$ cat config.mk
export PLATFORM = sky130hd
export DESIGN_NAME = wlan_ssid_element_extractor_unit
export DESIGN_NICKNAME = d
export VERILOG_FILES = /design/src/wsee_pkg.sv /design/src/wsee_front.sv /design/src/wsee_queue.sv /design/src/wsee_back.sv /design/src/wlan_ssid_element_extractor_unit.sv
export SDC_FILE = /design/constraint.sdc
export NUM_CORES = 1
export LEC_CHECK = 0
export BUFFER_PORTS_ARGS = -buffer_cell sky130_fd_sc_hd__buf_2
export CORE_MARGIN = 2
export CORE_UTILIZATION = 45
export CTS_CLUSTER_SIZE = 14
export DETAILED_ROUTE_END_ITERATION = 8
export SYNTH_ARGS = -nofsm -noshare
export SYNTH_HDL_FRONTEND = slang
export SYNTH_SLANG_ARGS = --single-unit
$ cat constraint.sdc
create_clock -name clk -period 7.35 [get_ports clk]
set_clock_uncertainty 0.15 [all_clocks]
set_input_delay 0 -clock clk [delete_from_list [all_inputs] [get_ports clk]]
set_output_delay 0 -clock clk [all_outputs]
set_load 0.01 [all_outputs]
$ cat src/wsee_pkg.sv
`default_nettype none

package wsee_pkg;

    // SSID store geometry
    localparam int STORE_DEPTH = 32;
    localparam int STORE_AW    = 5;

    // Printable ASCII bounds
    localparam logic [7:0] PRINT_LOW  = 8'h20;
    localparam logic [7:0] PRINT_HIGH = 8'h7e;

    // Result status codes
    localparam logic [1:0] ST_SSID     = 2'd0;
    localparam logic [1:0] ST_EMPTY    = 2'd1;
    localparam logic [1:0] ST_NONPRINT = 2'd2;
    localparam logic [1:0] ST_NOTFOUND = 2'd3;

    // Command queue depth
    localparam int QDEPTH = 4;
    localparam int QAW    = 2;

    // Parser phases
    typedef enum logic [2:0] {
        PH_HEADER,
        PH_ID,
        PH_LEN,
        PH_BODY,
        PH_DONE
    } phase_t;

    // Emitter states
    typedef enum logic [1:0] {
        B_IDLE,
        B_READ,
        B_SHOW_RUN,
        B_SHOW_STATUS
    } back_state_t;

    // What the emitter does after an optional store write
    typedef enum logic [1:0] {
        OP_NONE,
        OP_RUN,
        OP_STATUS
    } cmd_op_t;

    typedef struct packed {
        logic                wr;
        logic [STORE_AW-1:0] addr;
        logic [7:0]          data;
        cmd_op_t             op;
        logic [1:0]          st;
        logic [5:0]          len;
    } cmd_t;

endpackage

`default_nettype wire

$ cat src/wsee_front.sv
`default_nettype none

module wsee_front #(
    parameter int SSID_CAPACITY = 32,
    parameter int HEADER_BYTES  = 24
) (
    input  wire logic          clk,
    input  wire logic          rst_n,
    input  wire logic          in_valid,
    output logic               in_ready,
    input  wire logic [7:0]    frame_byte,
    input  wire logic          end_of_frame,
    input  wire logic          q_full,
    output logic               q_push,
    output wsee_pkg::cmd_t     q_cmd
);

    localparam int KEEP_CAP = (SSID_CAPACITY < 1) ? 1 :
        ((SSID_CAPACITY > wsee_pkg::STORE_DEPTH) ? wsee_pkg::STORE_DEPTH : SSID_CAPACITY);
    localparam logic [5:0] KEEP_CAP_W = 6'(KEEP_CAP);
    localparam int HC_W = $clog2(HEADER_BYTES + 1);
    localparam logic [HC_W-1:0] HDR_LAST = HC_W'(HEADER_BYTES - 1);

    wsee_pkg::phase_t phase_reg, phase_next, phase_step;
    logic [HC_W-1:0]  hc_reg, hc_next;
    logic [7:0]       eid_reg, eid_next;
    logic [7:0]       left_reg, left_next;
    logic [5:0]       kept_reg, kept_next;
    logic             pr_reg, pr_next;

    logic in_acc;
    logic eid_zero;
    logic keep;
    logic body_last;
    logic nonprint;
    logic pr_after;
    logic [5:0] kept_after;

    assign in_ready   = !q_full;
    assign in_acc     = in_valid && in_ready;
    assign eid_zero   = (eid_reg == 8'd0);
    assign keep       = (phase_reg == wsee_pkg::PH_BODY) && eid_zero && (kept_reg < KEEP_CAP_W);
    assign body_last  = (left_reg == 8'd1);
    assign nonprint   = (frame_byte < wsee_pkg::PRINT_LOW) || (frame_byte > wsee_pkg::PRINT_HIGH);
    assign pr_after   = pr_reg && !(keep && nonprint);
    assign kept_after = kept_reg + {5'd0, keep};

    // Next state of the element walker
    always_comb
    begin
        phase_step = phase_reg;
        hc_next    = hc_reg;
        eid_next   = eid_reg;
        left_next  = left_reg;
        kept_next  = kept_reg;
        pr_next    = pr_reg;
        if (in_acc)
        begin
            case (phase_reg)
                wsee_pkg::PH_HEADER:
                begin
                    hc_next = hc_reg + 1'b1;
                    if (hc_reg >= HDR_LAST)
                    begin
                        phase_step = wsee_pkg::PH_ID;
                    end
                end
                wsee_pkg::PH_ID:
                begin
                    eid_next   = frame_byte;
                    phase_step = wsee_pkg::PH_LEN;
                end
                wsee_pkg::PH_LEN:
                begin
                    left_next = frame_byte;
                    kept_next = 6'd0;
                    pr_next   = 1'b1;
                    if (frame_byte == 8'd0)
                    begin
                        phase_step = eid_zero ? wsee_pkg::PH_DONE : wsee_pkg::PH_ID;
                    end
                    else
                    begin
                        phase_step = wsee_pkg::PH_BODY;
                    end
                end
                wsee_pkg::PH_BODY:
                begin
                    kept_next = kept_after;
                    pr_next   = pr_after;
                    left_next = left_reg - 8'd1;
                    if (body_last)
                    begin
                        phase_step = eid_zero ? wsee_pkg::PH_DONE : wsee_pkg::PH_ID;
                    end
                end
                default:
                begin
                    phase_step = phase_reg;
                end
            endcase
        end
        phase_next = phase_step;
        // frame end restarts the walker
        if (in_acc && end_of_frame)
        begin
            phase_next = wsee_pkg::PH_HEADER;
            hc_next    = '0;
            eid_next   = 8'd0;
            left_next  = 8'd0;
            kept_next  = 6'd0;
            pr_next    = 1'b1;
        end
    end

    // Commands to the emitter
    always_comb
    begin
        q_push = 1'b0;
        q_cmd  = '0;
        if (in_acc)
        begin
            case (phase_reg)
                wsee_pkg::PH_LEN:
                begin
                    if ((frame_byte == 8'd0) && eid_zero)
                    begin
                        q_push   = 1'b1;
                        q_cmd.op = wsee_pkg::OP_STATUS;
                        q_cmd.st = wsee_pkg::ST_EMPTY;
                    end
                end
                wsee_pkg::PH_BODY:
                begin
                    if (keep)
                    begin
                        q_push     = 1'b1;
                        q_cmd.wr   = 1'b1;
                        q_cmd.addr = kept_reg[wsee_pkg::STORE_AW-1:0];
                        q_cmd.data = frame_byte;
                    end
                    if (body_last && eid_zero)
                    begin
                        q_push = 1'b1;
                        if (!pr_after)
                        begin
                            q_cmd.op = wsee_pkg::OP_STATUS;
                            q_cmd.st = wsee_pkg::ST_NONPRINT;
                        end
                        else
                        begin
                            q_cmd.op  = wsee_pkg::OP_RUN;
                            q_cmd.len = kept_after;
                        end
                    end
                end
                default:
                begin
                    q_push = 1'b0;
                end
            endcase
            // frame ended with no answer
            if (end_of_frame && (phase_step != wsee_pkg::PH_DONE))
            begin
                q_push   = 1'b1;
                q_cmd    = '0;
                q_cmd.op = wsee_pkg::OP_STATUS;
                q_cmd.st = wsee_pkg::ST_NOTFOUND;
            end
        end
    end

    always_ff @(posedge clk or negedge rst_n)
    begin
        if (!rst_n)
        begin
            phase_reg <= wsee_pkg::PH_HEADER;
            hc_reg    <= '0;
            eid_reg   <= 8'd0;
            left_reg  <= 8'd0;
            kept_reg  <= 6'd0;
            pr_reg    <= 1'b1;
        end
        else
        begin
            phase_reg <= phase_next;
            hc_reg    <= hc_next;
            eid_reg   <= eid_next;
            left_reg  <= left_next;
            kept_reg  <= kept_next;
            pr_reg    <= pr_next;
        end
    end

endmodule

`default_nettype wire

$ cat src/wsee_queue.sv
`default_nettype none

module wsee_queue (
    input  wire logic           clk,
    input  wire logic           rst_n,
    input  wire logic           push,
    input  wsee_pkg::cmd_t      push_data,
    output logic                full,
    input  wire logic           pop,
    output wsee_pkg::cmd_t      pop_data,
    output logic                empty
);

    wsee_pkg::cmd_t                slot_reg [wsee_pkg::QDEPTH];
    logic [wsee_pkg::QAW-1:0]     wp_reg, wp_next;
    logic [wsee_pkg::QAW-1:0]     rp_reg, rp_next;
    logic [wsee_pkg::QAW:0]       cnt_reg, cnt_next;
    logic                          do_push;
    logic                          do_pop;

    assign full     = (cnt_reg == (wsee_pkg::QAW + 1)'(wsee_pkg::QDEPTH));
    assign empty    = (cnt_reg == '0);
    assign do_push  = push && !full;
    assign do_pop   = pop && !empty;
    assign pop_data = slot_reg[rp_reg];

    // Pointer and fill count update
    always_comb
    begin
        wp_next  = do_push ? wp_reg + 1'b1 : wp_reg;
        rp_next  = do_pop ? rp_reg + 1'b1 : rp_reg;
        cnt_next = cnt_reg;
        if (do_push && !do_pop)
        begin
            cnt_next = cnt_reg + 1'b1;
        end
        else if (do_pop && !do_push)
        begin
            cnt_next = cnt_reg - 1'b1;
        end
    end

    always_ff @(posedge clk or negedge rst_n)
    begin
        if (!rst_n)
        begin
            wp_reg  <= '0;
            rp_reg  <= '0;
            cnt_reg <= '0;
        end
        else
        begin
            wp_reg  <= wp_next;
            rp_reg  <= rp_next;
            cnt_reg <= cnt_next;
        end
    end

    always_ff @(posedge clk)
    begin
        if (do_push)
        begin
            slot_reg[wp_reg] <= push_data;
        end
    end

endmodule

`default_nettype wire

$ cat src/wsee_back.sv
`default_nettype none

module wsee_back (
    input  wire logic          clk,
    input  wire logic          rst_n,
    input  wire logic          q_empty,
    input  wsee_pkg::cmd_t     q_data,
    output logic               q_pop,
    output logic               out_valid,
    input  wire logic          out_ready,
    output logic [1:0]         status,
    output logic [7:0]         ssid_byte,
    output logic [5:0]         ssid_length,
    output logic [4:0]         byte_index,
    output logic               last_of_run
);

    wsee_pkg::back_state_t state_reg, state_next;
    logic [wsee_pkg::STORE_AW-1:0] idx_reg, idx_next;
    logic [5:0]                    len_reg;
    logic [1:0]                    st_reg;
    logic [7:0]                    rd_data_reg;
    logic [7:0]                    store_mem [wsee_pkg::STORE_DEPTH];
    logic                          run_last;
    logic                          out_acc;

    assign run_last = ({1'b0, idx_reg} + 6'd1) == len_reg;
    assign out_acc  = out_valid && out_ready;

    // Next state of the emitter
    always_comb
    begin
        state_next = state_reg;
        idx_next   = idx_reg;
        case (state_reg)
            wsee_pkg::B_IDLE:
            begin
                if (!q_empty)
                begin
                    idx_next = '0;
                    case (q_data.op)
                        wsee_pkg::OP_RUN:    state_next = wsee_pkg::B_READ;
                        wsee_pkg::OP_STATUS: state_next = wsee_pkg::B_SHOW_STATUS;
                        default:             state_next = wsee_pkg::B_IDLE;
                    endcase
                end
            end
            wsee_pkg::B_READ:
            begin
                state_next = wsee_pkg::B_SHOW_RUN;
            end
            wsee_pkg::B_SHOW_RUN:
            begin
                if (out_acc)
                begin
                    if (run_last)
                    begin
                        state_next = wsee_pkg::B_IDLE;
                    end
                    else
                    begin
                        idx_next   = idx_reg + 1'b1;
                        state_next = wsee_pkg::B_READ;
                    end
                end
            end
            wsee_pkg::B_SHOW_STATUS:
            begin
                if (out_acc)
                begin
                    state_next = wsee_pkg::B_IDLE;
                end
            end
            default:
            begin
                state_next = wsee_pkg::B_IDLE;
            end
        endcase
    end

    // Result fields
    always_comb
    begin
        q_pop       = (state_reg == wsee_pkg::B_IDLE) && !q_empty;
        out_valid   = 1'b0;
        status      = wsee_pkg::ST_SSID;
        ssid_byte   = 8'd0;
        ssid_length = 6'd0;
        byte_index  = 5'd0;
        last_of_run = 1'b0;
        case (state_reg)
            wsee_pkg::B_SHOW_RUN:
            begin
                out_valid   = 1'b1;
                ssid_byte   = rd_data_reg;
                ssid_length = len_reg;
                byte_index  = idx_reg;
                last_of_run = run_last;
            end
            wsee_pkg::B_SHOW_STATUS:
            begin
                out_valid   = 1'b1;
                status      = st_reg;
                last_of_run = 1'b1;
            end
            default:
            begin
                out_valid = 1'b0;
            end
        endcase
    end

    always_ff @(posedge clk or negedge rst_n)
    begin
        if (!rst_n)
        begin
            state_reg <= wsee_pkg::B_IDLE;
            idx_reg   <= '0;
        end
        else
        begin
            state_reg <= state_next;
            idx_reg   <= idx_next;
        end
    end

    // Command payload latch
    always_ff @(posedge clk)
    begin
        if (q_pop)
        begin
            len_reg <= q_data.len;
            st_reg  <= q_data.st;
        end
    end

    // SSID store: write on pop, registered read
    always_ff @(posedge clk)
    begin
        if (q_pop && q_data.wr)
        begin
            store_mem[q_data.addr] <= q_data.data;
        end
        if (state_reg == wsee_pkg::B_READ)
        begin
            rd_data_reg <= store_mem[idx_reg];
        end
    end

    // Status results always close the frame and carry no length
    a_status_last: assert property (@(posedge clk) disable iff (!rst_n)
        (out_valid && (status != wsee_pkg::ST_SSID)) |-> (last_of_run && (ssid_length == 6'd0)))
        else $error("status result malformed");

    // Index stays inside the run
    a_idx_range: assert property (@(posedge clk) disable iff (!rst_n)
        (out_valid && (status == wsee_pkg::ST_SSID)) |-> ({1'b0, byte_index} < ssid_length))
        else $error("ssid index beyond run length");

    // Run advances by one index per taken item
    a_idx_step: assert property (@(posedge clk) disable iff (!rst_n)
        (state_reg == wsee_pkg::B_SHOW_RUN && out_ready && !run_last)
            |=> (idx_reg == $past(idx_reg) + 1'b1))
        else $error("ssid index did not advance");

    // No command popped while a result is shown
    a_pop_idle: assert property (@(posedge clk) disable iff (!rst_n)
        out_valid |-> !q_pop)
        else $error("queue popped while result pending");

endmodule

`default_nettype wire

$ cat src/wlan_ssid_element_extractor_unit.sv
`default_nettype none
// Frame bytes are taken one per cycle while the command queue has room.
// A status result shows once the emitter pops its command from the queue;
// an SSID run shows one byte at a time, each fetched through the single
// registered read of the SSID store and held until out_ready takes it.
// Reset clears parser, queue and emitter control; the SSID store is not
// cleared and only entries written for the current element are read.

module wlan_ssid_element_extractor_unit #(
    parameter int SSID_CAPACITY = 32,
    parameter int HEADER_BYTES  = 24
) (
    input  wire logic       clk,
    input  wire logic       rst_n,
    input  wire logic       in_valid,
    output logic            in_ready,
    input  wire logic [7:0] frame_byte,
    input  wire logic       end_of_frame,
    output logic            out_valid,
    input  wire logic       out_ready,
    output logic [1:0]      status,
    output logic [7:0]      ssid_byte,
    output logic [5:0]      ssid_length,
    output logic [4:0]      byte_index,
    output logic            last_of_run
);

    logic           q_full;
    logic           q_push;
    wsee_pkg::cmd_t q_cmd;
    logic           q_pop;
    logic           q_empty;
    wsee_pkg::cmd_t q_head;

    wsee_front #(
        .SSID_CAPACITY (SSID_CAPACITY),
        .HEADER_BYTES  (HEADER_BYTES)
    ) u_front (
        .clk          (clk),
        .rst_n        (rst_n),
        .in_valid     (in_valid),
        .in_ready     (in_ready),
        .frame_byte   (frame_byte),
        .end_of_frame (end_of_frame),
        .q_full       (q_full),
        .q_push       (q_push),
        .q_cmd        (q_cmd)
    );

    wsee_queue u_queue (
        .clk       (clk),
        .rst_n     (rst_n),
        .push      (q_push),
        .push_data (q_cmd),
        .full      (q_full),
        .pop       (q_pop),
        .pop_data  (q_head),
        .empty     (q_empty)
    );

    wsee_back u_back (
        .clk         (clk),
        .rst_n       (rst_n),
        .q_empty     (q_empty),
        .q_data      (q_head),
        .q_pop       (q_pop),
        .out_valid   (out_valid),
        .out_ready   (out_ready),
        .status      (status),
        .ssid_byte   (ssid_byte),
        .ssid_length (ssid_length),
        .byte_index  (byte_index),
        .last_of_run (last_of_run)
    );

endmodule

`default_nettype wire
==> flow_metrics.tcl, run 1 <==
set metrics [dict create \
    postLayoutCellArea_um2 19200 \
    path_cells "buf_4, nand3_1, xnor2_1, nor3_1, o211ai_1, a21boi_0, buf_2" \
    vias_per_cell 5.72 \
    tritoncts "built" \
    ctsResizeCount 0 \
    worstSetupPathDepth 7 \
    cts-htree-levels 2 \
    start_kind "flop" \
    p_leak_nw 6.36 \
    cts_root_buf "clkbuf_16" \
    post_cts_buffers 0 \
    max_freq_mhz 289 \
    ys_types 62 \
    dieArea_um2 39000 \
    drt_iter0_markers 728 \
    syn_area_um2 16900 \
    initial_core_util_pct 45.8 \
    gr-total-overflow 0 \
    ff_latch_area_um2 12200 \
    grt_pass1_wl_mm 53.9 \
    hp-class "in -> reg" \
    synthFlopType "edfxtp_1" \
    antenna-diode-count 0 \
    synth_warnings 0 \
    num_vias 8517 \
    tightest_slew_ns 1.11 \
    rsz0062_at_grt "no" \
    cp-end-kind "output port" \
    largest_register_ffs 256 \
    setup_viol 0 \
    busiest_layer "met2" \
    postSynthAreaPerCell_um2 18.3 \
    drive_gt1_share_pct 22.5 \
    hpwl_mm 22.0 \
    max-cap-violations 0 \
    final_antenna_net_count 0 \
    crit_arrival_ns 3.31 \
    synth_fp_nets 945 \
    die-height_um 198 \
    status "finished, final reports clean" \
    wire_per_inst_um 23.4 \
    cpPeakStageDelay_ns 0.87 \
    synthCells 919 \
    ys_seq_elements 413 \
    drtPass1Iterations 6 \
    hold_buffers 15 \
    min_path_cells 3 \
    path_max_fanout 37 \
    synth_async_sr_flop_share_pct 10.9 \
    syn2layout_area_growth_pct 13.6 \
    finalHoldViolations 0 \
    finalCritPeriodShare_pct 47.1 \
    grt_util_met3_pct 3.38 \
    first_global_vias 8641 \
    drc 0 \
    crit_type "reg -> out" \
    fin_crit_ns 3.46 \
    die_w_um 198 \
    pin_count 37 \
    crit_slowest_cell "dfrtp_4" \
    core_um2 36800 \
    clk_pin_slew_ns 0.06 \
    synth.yosys.seq_area_share_pct 72.2 \
    insertion_delay_ns 0.55 \
    setup_tns_ns 0 \
    n_fill_cell 2934 \
    drv_slew 0 \
    met1_usage_pct 26.1 \
    cts.sinks 413 \
    grt_max_degree 46 \
    dpl_cell_area_um2 17500 \
    critPathBufInv 2 \
    required_ns 7.20 \
    gp_congestion 0.819 \
    synth_edf_count 368 \
    multi_input_area_um2 4460 \
    routed_wirelength_mm 34.9 \
    crit_family "flip-flops" \
    power_density_nw_per_um2 393 \
    cts_buffers 44 \
    antenna_found_initial 0 \
    met2_usage_pct 30.0 \
    port_buffers 36 \
    relSlewSlack_pct 26.2 \
    grt_usage_pct 18.5 \
    peakVddDrop_mv 0.233 \
    total_power_w 0.00753 \
    fin_nets 1013 \
    fp-row-count 70 \
    cts_max_path_buffers 3 \
    ff2ff_path_depth 6 \
]
==> synthesized netlist by cell type (all sizes together), types with 2 or more instances <==
| library cell | count | share of area (%) |
|---|---|---|
| clkbuf | 21 | 0.47 |
| xnor2 | 11 | 0.57 |
| dfrtp | 44 | 6.5 |
| nand2 | 58 | 1.4 |
| o21ai | 27 | 0.80 |
| o2111ai | 2 | 0.10 |
| nor4 | 4 | 0.19 |
| nand4 | 4 | 0.15 |
| nor3 | 15 | 0.53 |
| a21oi | 7 | 0.27 |
| a2bb2oi | 2 | 0.10 |
| mux2i | 4 | 0.24 |
| o31ai | 9 | 0.48 |
| o22ai | 2 | 0.074 |
| nor2b | 7 | 0.26 |
| nor2 | 68 | 1.5 |
| a31oi | 2 | 0.16 |
| nand2b | 5 | 0.19 |
| nand3b | 4 | 0.18 |
| a21boi | 2 | 0.089 |
| buf | 17 | 0.49 |
| o211ai | 4 | 0.18 |
| mux2 | 2 | 0.16 |
| ha | 12 | 0.89 |
| edfxtp | 368 | 66 |
| a22o | 8 | 0.42 |
| inv | 14 | 0.31 |
| and2 | 44 | 1.7 |
| or3 | 4 | 0.15 |
| xor2 | 7 | 0.36 |
| nand3 | 15 | 0.45 |
| and3 | 7 | 0.26 |
| mux4 | 104 | 14 |
==> worst reg2reg max path: stages (launching register included) <==
cell	delay (ns)
dfrtp_1	0.48
or3_1	0.55
inv_1	0.37
and2_1	0.22
nor2b_1	0.17
nand2_1	0.30
nor2_1	0.84
==> stage by stage <==
step,std cells,worst slack [ns],util (%),hold slack [ns]
2_1_floorplan,919,4.37,-,-0.446
3_3_place_gp,1394,3.95,47.7,-0.00698
3_5_place_dp,1394,3.89,47.7,-0.00568
4_1_cts,1490,3.74,52.1,0.0630
5_1_grt,1490,3.53,52.1,0.0873
6_report,1490,3.89,52.1,0.0871
==> power breakdown <==
part / leakage [nW] / internal, W / switching, W
Combinational: 1.78 / 0.000802 / 0.00116
Sequential: 3.86 / 0.00311 / 0.000223
Clock: 0.716 / 0.00136 / 0.000876
==> final timing paths <==
kind	start	end	slack [ns]
max	u_back.idx_reg[0]	last_of_run	3.89
min	out_ready	u_back.state_reg[1]	0.09
max reg2reg	u_back.state_reg[1]	u_back.store_mem[1][3]	3.89
min reg2reg	u_front.hc_reg[4]	u_front.hc_reg[4]	0.36
max in group asynchronous	rst_n	u_back.idx_reg[0]	6.09
min in group asynchronous	rst_n	u_back.idx_reg[0]	0.49
==> cell families (layout without fill, tap and decap cells) <==
family | count (synthesis) | in the layout | synth area share (%)
AO/OA/AOI/OAI | 74 | 74 | 3.17
XOR/XNOR | 18 | 18 | 0.935
adder cells (fa/ha/maj) | 13 | 13 | 1.01
buffers and inverters | 53 | 156 | 1.30
flip-flops | 413 | 413 | 72.2
multiplexers | 110 | 110 | 14.3
AND/OR/NAND/NOR | 238 | 238 | 7.08
==> placed cells by master (no fill, tap or decap), types with 8 or more instances in the layout <==
master	instances
a22o_1	8
and2_1	41
buf_2	36
buf_4	9
clkbuf_1	12
clkbuf_16	45
clkbuf_8	9
clkinv_1	9
dfrtp_1	42
dlygate4sd3_1	15
edfxtp_1	368
ha_1	12
inv_1	13
mux4_2	104
nand2_1	56
nand3_1	15
nor2_1	68
nor3_1	12
o21ai_0	27
o31ai_1	8
xnor2_1	11
==> per-layer routing <==
metal	up-vias	part of all wire, %
li1	3790	-
met1	4441	44
met2	242	49
met3	44	5.5
met4	0	1.9
met5	-	0
==> area by class of cell <==
| cell class | instances | share of cell area [%] |
|---|---|---|
| Tap cell | 468 | 3.06 |
| Inverter | 15 | 0.294 |
| Clock buffer | 66 | 6.76 |
| Clock inverter | 15 | 0.921 |
| Sequential cell | 413 | 63.6 |
| Multi-Input combinational cell | 453 | 23.3 |
| Timing Repair Buffer | 60 | 2.08 |
(Power assumes the default switching activity.)
==> run 2: changes to the inputs <==
==> constraint.sdc (replaced) <==
create_clock -name clk -period 2.8 [get_ports clk]
set_clock_uncertainty 0.15 [all_clocks]
set_input_delay 0 -clock clk [delete_from_list [all_inputs] [get_ports clk]]
set_output_delay 0 -clock clk [all_outputs]
set_load 0.01 [all_outputs]
==> run 2 against run 1 <==
  * The flow now finishes with violations (setup timing)
  * Sequential power increased to 2.5 times the previous value
  * Register-to-register slack got worse by 3.9 ns
  * Non-clock buffer count increased by 86
  * First-iteration DRC count decreased by 15%
  * Largest cell class unchanged
==> flow_metrics.tcl, run 2 (synthesis results as in run 1) <==
set metrics [dict create \
    cts_root_buf "clkbuf_16" \
    layout_commonest_cell "edfxtp_1" \
    port_buffers 36 \
    comb_power_share_pct 30.8 \
    fp-row-count 70 \
    largest_register_ffs 256 \
    violations "setup timing" \
    setup_tns_ns -0.0126 \
    relSlewSlack_pct 47.6 \
    layout_setup_ws_ns -0.0126 \
    fin_nets 1097 \
    insertion_delay_ns 0.57 \
    drtPass1Iterations 5 \
    routed_wirelength_mm 35.1 \
    die-height_um 198 \
    vias_per_cell 5.51 \
    crit_type "reg -> reg" \
    drv_slew 0 \
    grt_max_degree 69 \
    antenna_found_initial 0 \
    drc 0 \
    cp-end-kind "flop" \
    wire_per_inst_um 22.3 \
    intPower_w 0.0142 \
    pre_cts_slack_ns -0.283 \
    path_max_fanout 5 \
    core_um2 36800 \
    rsz0062_at_grt "yes" \
    die_w_um 198 \
    max-cap-violations 0 \
    tritoncts "built" \
    pin_count 37 \
    hp-class "in -> reg" \
    cts-htree-levels 2 \
    gp_congestion 0.841 \
    fin_cells 1569 \
    first_global_vias 9065 \
    finalHoldViolations 0 \
    required_ns 3.09 \
    antenna-diode-count 0 \
    peakVddDrop_mv 0.516 \
    cts_buffers 42 \
    clkPwrFrac_pct 27.2 \
    worst_hold_slack_ns 0.0815 \
    swShare_pct 29.9 \
    clk_pin_slew_ns 0.06 \
    syn2layout_area_growth_pct 18.6 \
    cts_max_path_buffers 3 \
    path_cells "nor4_2, nand2_1, buf_6, nor4b_4, nor3_2, o31ai_4, nand2_4, ha_4, inv_2, fa_1, mux2_2" \
    setup_viol 1 \
    mostFrequentLayoutCells "edfxtp_1, mux4_2, buf_4" \
    crit_slowest_cell "fa_1" \
    drive_gt1_share_pct 32.5 \
    fin_crit_ns 2.81 \
    seq_power_share_pct 42.0 \
    num_vias 8651 \
    drt_iter0_markers 622 \
    grt_pass1_wl_mm 54.9 \
    cpPeakStageDelay_ns 0.39 \
    dieArea_um2 39000 \
    start_kind "flop" \
    final_antenna_net_count 0 \
    crit_arrival_ns 3.11 \
    post-place-cells 1473 \
    max_freq_mhz 356 \
    power_density_nw_per_um2 1010 \
    gr-total-overflow 0 \
    cts.sinks 413 \
    initial_core_util_pct 45.8 \
    p_switching_w 0.00606 \
    grt_usage_pct 19.0 \
    status "finished with violations" \
    hpwl_mm 22.6 \
    tightest_slew_ns 0.782 \
    p_leak_nw 6.79 \
    total_power_w 0.0203 \
    finalCritPeriodShare_pct 100 \
]
run 2: cell count changes in the layout (fill, tap and decap cells not counted), sizes merged:
cell         before  now
bufinv            4    5
buf              45  132
clkinvlp          0    2
inv              16   15
clkinv           10   13
clkbuf           66   54
dlygate4sd3      15   14
run 2: final timing paths:
path,startpoint,endpoint,slack [ns],cells past startpoint
min in group asynchronous,rst_n,u_front.pr_reg,0.45,3
max in group asynchronous,rst_n,u_front.eid_reg[0],1.68,4
worst max-delay path,u_front.eid_reg[2],u_queue.cnt_reg[1],-0.01,11
worst max register to register,u_front.eid_reg[2],u_queue.cnt_reg[1],-0.01,11
worst min-delay path,out_ready,u_back.state_reg[1],0.08,3
worst min register to register,u_front.hc_reg[4],u_front.hc_reg[4],0.35,1
run 2: critical path, delay by kind of cell (launching register included):
kind	cells	cell delay [ns]
mux	1	0.27
flops	1	0.38
simple gates	5	0.89
compound gates	1	0.24
fa+ha+maj	2	0.56
buf+inv	2	0.19
run 2: timing repair:
item	in CTS	in global routing
setup buffers	5	3
resized for setup	13	36
pin swaps	9	3
hold buffers	15	0
setup endpoints to repair	113	169
hold endpoints to repair	107	0
run 2: layout make-up:
cell class,count,area [um2]
Fill cell,2892,16800
Sequential cell,413,12200
Multi-Input combinational cell,453,4640
Timing Repair Buffer,146,1180
Clock buffer,54,1120
Tap cell,468,586
Clock inverter,20,225
Inverter,15,56.3
run 2: metrics by stage:
stage	area, um2	utilization (%)
after floorplan	16900	-
after global placement	18300	49.7
after detailed placement	18300	49.7
after CTS	19900	54.0
after global routing	20000	54.3
final	20000	54.3
run 2: metal layers:
layer | up-vias | global-route usage [%] | part of all wire (%)
met5 | - | 0 | 0
met4 | 0 | 5.57 | 2.1
met3 | 58 | 3.53 | 4.0
met2 | 156 | 31.2 | 50
met1 | 4477 | 26.0 | 44
li1 | 3960 | - | -
run 2: power by group through the flow:
stage                     Clock, W  Sequential (W)  Combinational, W
after detailed placement         0         0.00862           0.00616
after global placement           0         0.00859           0.00609
final                      0.00552         0.00850           0.00624
after floorplan                  0         0.00849           0.00385
after global routing       0.00589         0.00857           0.00682
after CTS                  0.00563         0.00850           0.00630
==> run 3: changes to the inputs <==
==> constraint.sdc (replaced) <==
create_clock -name clk -period 2.8 [get_ports clk]
set_clock_uncertainty 0.15 [all_clocks]
set_input_delay 0 -clock clk [delete_from_list [all_inputs] [get_ports clk]]
set_output_delay 0 -clock clk [all_outputs]
set_load 0.1 [all_outputs]
==> run 3 against run 2 <==
  * The run ends with hold timing left
  * Maximum frequency rose by 0.88%
  * Final cell count is 0.76% higher
  * Global-route usage decreased by 0.14 points
  * Count of clock-buffer cells in the layout decreased by 1
  * Hold slack lost 0.11 ns
  * Flip-flop and latch count is the same
  * Combinational power rose by 18%
  * First-iteration DRC count up 8.7%
  * Cell area rose by 1.4%
  * Via count rose by 0.55%
  * Wire length fell by 0.46%
  * Critical endpoint is now u_queue.cnt_reg[2]
  * Largest power group unchanged
==> flow_metrics.tcl, run 3 (synthesis results as in run 1) <==
set metrics [dict create \
    fin_crit_ns 2.79 \
    violations "hold timing" \
    max-cap-violations 0 \
    grt_max_degree 69 \
    max_freq_mhz 359 \
    initial_core_util_pct 45.8 \
    p_leak_nw 6.93 \
    power_density_nw_per_um2 1080 \
    final_antenna_net_count 0 \
    gr-total-overflow 0 \
    layout_commonest_cell "edfxtp_1" \
    grt_pass1_wl_mm 54.8 \
    insertion_delay_ns 0.54 \
    clk_pin_slew_ns 0.06 \
    rsz0062_at_grt "yes" \
    die_w_um 198 \
    crit_type "reg -> reg" \
    drive_gt1_share_pct 32.7 \
    crit_slowest_cell "or3b_4" \
    hpwl_mm 22.6 \
    pre_cts_slack_ns -0.123 \
    drc 0 \
    cpPeakStageDelay_ns 0.42 \
    wire_per_inst_um 22.1 \
    core_um2 36800 \
    num_vias 8699 \
    pin_count 37 \
    tightest_slew_ns 0.937 \
    cts_buffers 44 \
    path_common_cell "xor2_1" \
    cts_root_buf "clkbuf_16" \
    dieArea_um2 39000 \
    tritoncts "built" \
    start_kind "flop" \
    port_buffers 36 \
    cts.sinks 413 \
    drv_slew 0 \
    fp-row-count 70 \
    vias_per_cell 5.50 \
    worst_hold_slack_ns -0.0314 \
    drt_iter0_markers 676 \
    post-place-cells 1478 \
    drtPass1Iterations 5 \
    largest_register_ffs 256 \
    path_max_fanout 6 \
    layout_setup_ws_ns 0.0118 \
    cts-htree-levels 2 \
    setup_viol 0 \
    routed_wirelength_mm 34.9 \
    mostFrequentLayoutCells "edfxtp_1, mux4_2, buf_4" \
    relSlewSlack_pct 37.6 \
    crit_arrival_ns 3.10 \
    fin_nets 1104 \
    path_cells "or3b_4, and2_4, and3_1, a31oi_4, o31ai_4, nand2_4, ha_4, inv_2, fa_1, xor2_1, nor2_1, xor2_1" \
    required_ns 3.12 \
    grt_usage_pct 18.8 \
    finalHoldViolations 11 \
    antenna_found_initial 0 \
    hp-class "in -> async" \
    status "finished with violations" \
    cts_max_path_buffers 3 \
    syn2layout_area_growth_pct 20.2 \
    finalCritPeriodShare_pct 99.6 \
    peakVddDrop_mv 0.514 \
    antenna-diode-count 0 \
    cp-end-kind "flop" \
    first_global_vias 9065 \
    die-height_um 198 \
    gp_congestion 0.824 \
    fin_cells 1581 \
]
run 3: layer usage:
layer  vias up  GRT usage [%]  share of wire [%]
met3        47           2.65                3.9
met4         0           4.90                1.8
met1      4497           26.4                 45
li1       3983              -                  -
met5         -              0                  0
met2       172           31.3                 49
run 3: per-stage QoR:
stage / TNS, ns / hold WS, ns / utilization, % / cell area, um2 / total power (W)
after CTS: 0 / 0.00341 / 54.8 / 20200 / 0.0221
after global placement: -0.0661 / 0.0431 / 50.1 / 18400 / 0.0158
after global routing: -0.282 / 0.0460 / 55.1 / 20300 / 0.0229
after detailed placement: -0.178 / 0.0504 / 50.1 / 18400 / 0.0159
final: 0 / -0.0314 / 55.1 / 20300 / 0.0219
after floorplan: -0.537 / -0.446 / - / 16900 / 0.0133
run 3: power breakdown:
part	internal (W)	total, W	switching (W)
Combinational	0.00289	0.00736	0.00447
Clock	0.00372	0.00604	0.00232
Sequential	0.00817	0.00849	0.000323
Total	0.0148	0.0219	0.00712
run 3: repair_timing:
action | 4_1_cts | 5_1_grt
gates resized for setup | 8 | 24
hold buffers | 12 | 0
setup buffers | 7 | 3
pin swaps | 4 | 5
endpoints found under the setup margin | 2 | 287
hold endpoints to repair | 102 | 0
run 3: worst max-delay path: cells and delay by family (launching register included):
| kind | cells | cell delay, ns |
|---|---|---|
| xor gates and xnor gates | 2 | 0.34 |
| buffers and inverters | 1 | 0.03 |
| adders and majority gates | 2 | 0.49 |
| AOI/OAI and AO/OA | 2 | 0.31 |
| DFF | 1 | 0.39 |
| and+or+nand+nor | 5 | 1.00 |
run 3: final timing paths:
check                                         from                   to  slack, ns  cells past startpoint
worst max register to register  u_queue.cnt_reg[1]   u_queue.cnt_reg[2]       0.01                     12
min in group clk                         out_ready  u_back.state_reg[1]       0.11                      3
worst max-delay path            u_queue.cnt_reg[1]   u_queue.cnt_reg[2]       0.01                     12
worst min register to register   u_front.hc_reg[4]    u_front.hc_reg[4]       0.35                      1
worst min-delay path                         rst_n    u_back.idx_reg[2]      -0.03                      2
max in group asynchronous                    rst_n  u_front.left_reg[0]       1.81                      3
run 3: layout make-up:
cell class / instances / area [um2]
flip-flops and latches: 413 / 12200
well taps: 468 / 586
multi-input cells: 453 / 4590
fillers: 2859 / 16500
clock inverters: 28 / 362
repair buffers: 151 / 1320
clock buffers: 53 / 1160
inverters: 15 / 56.3
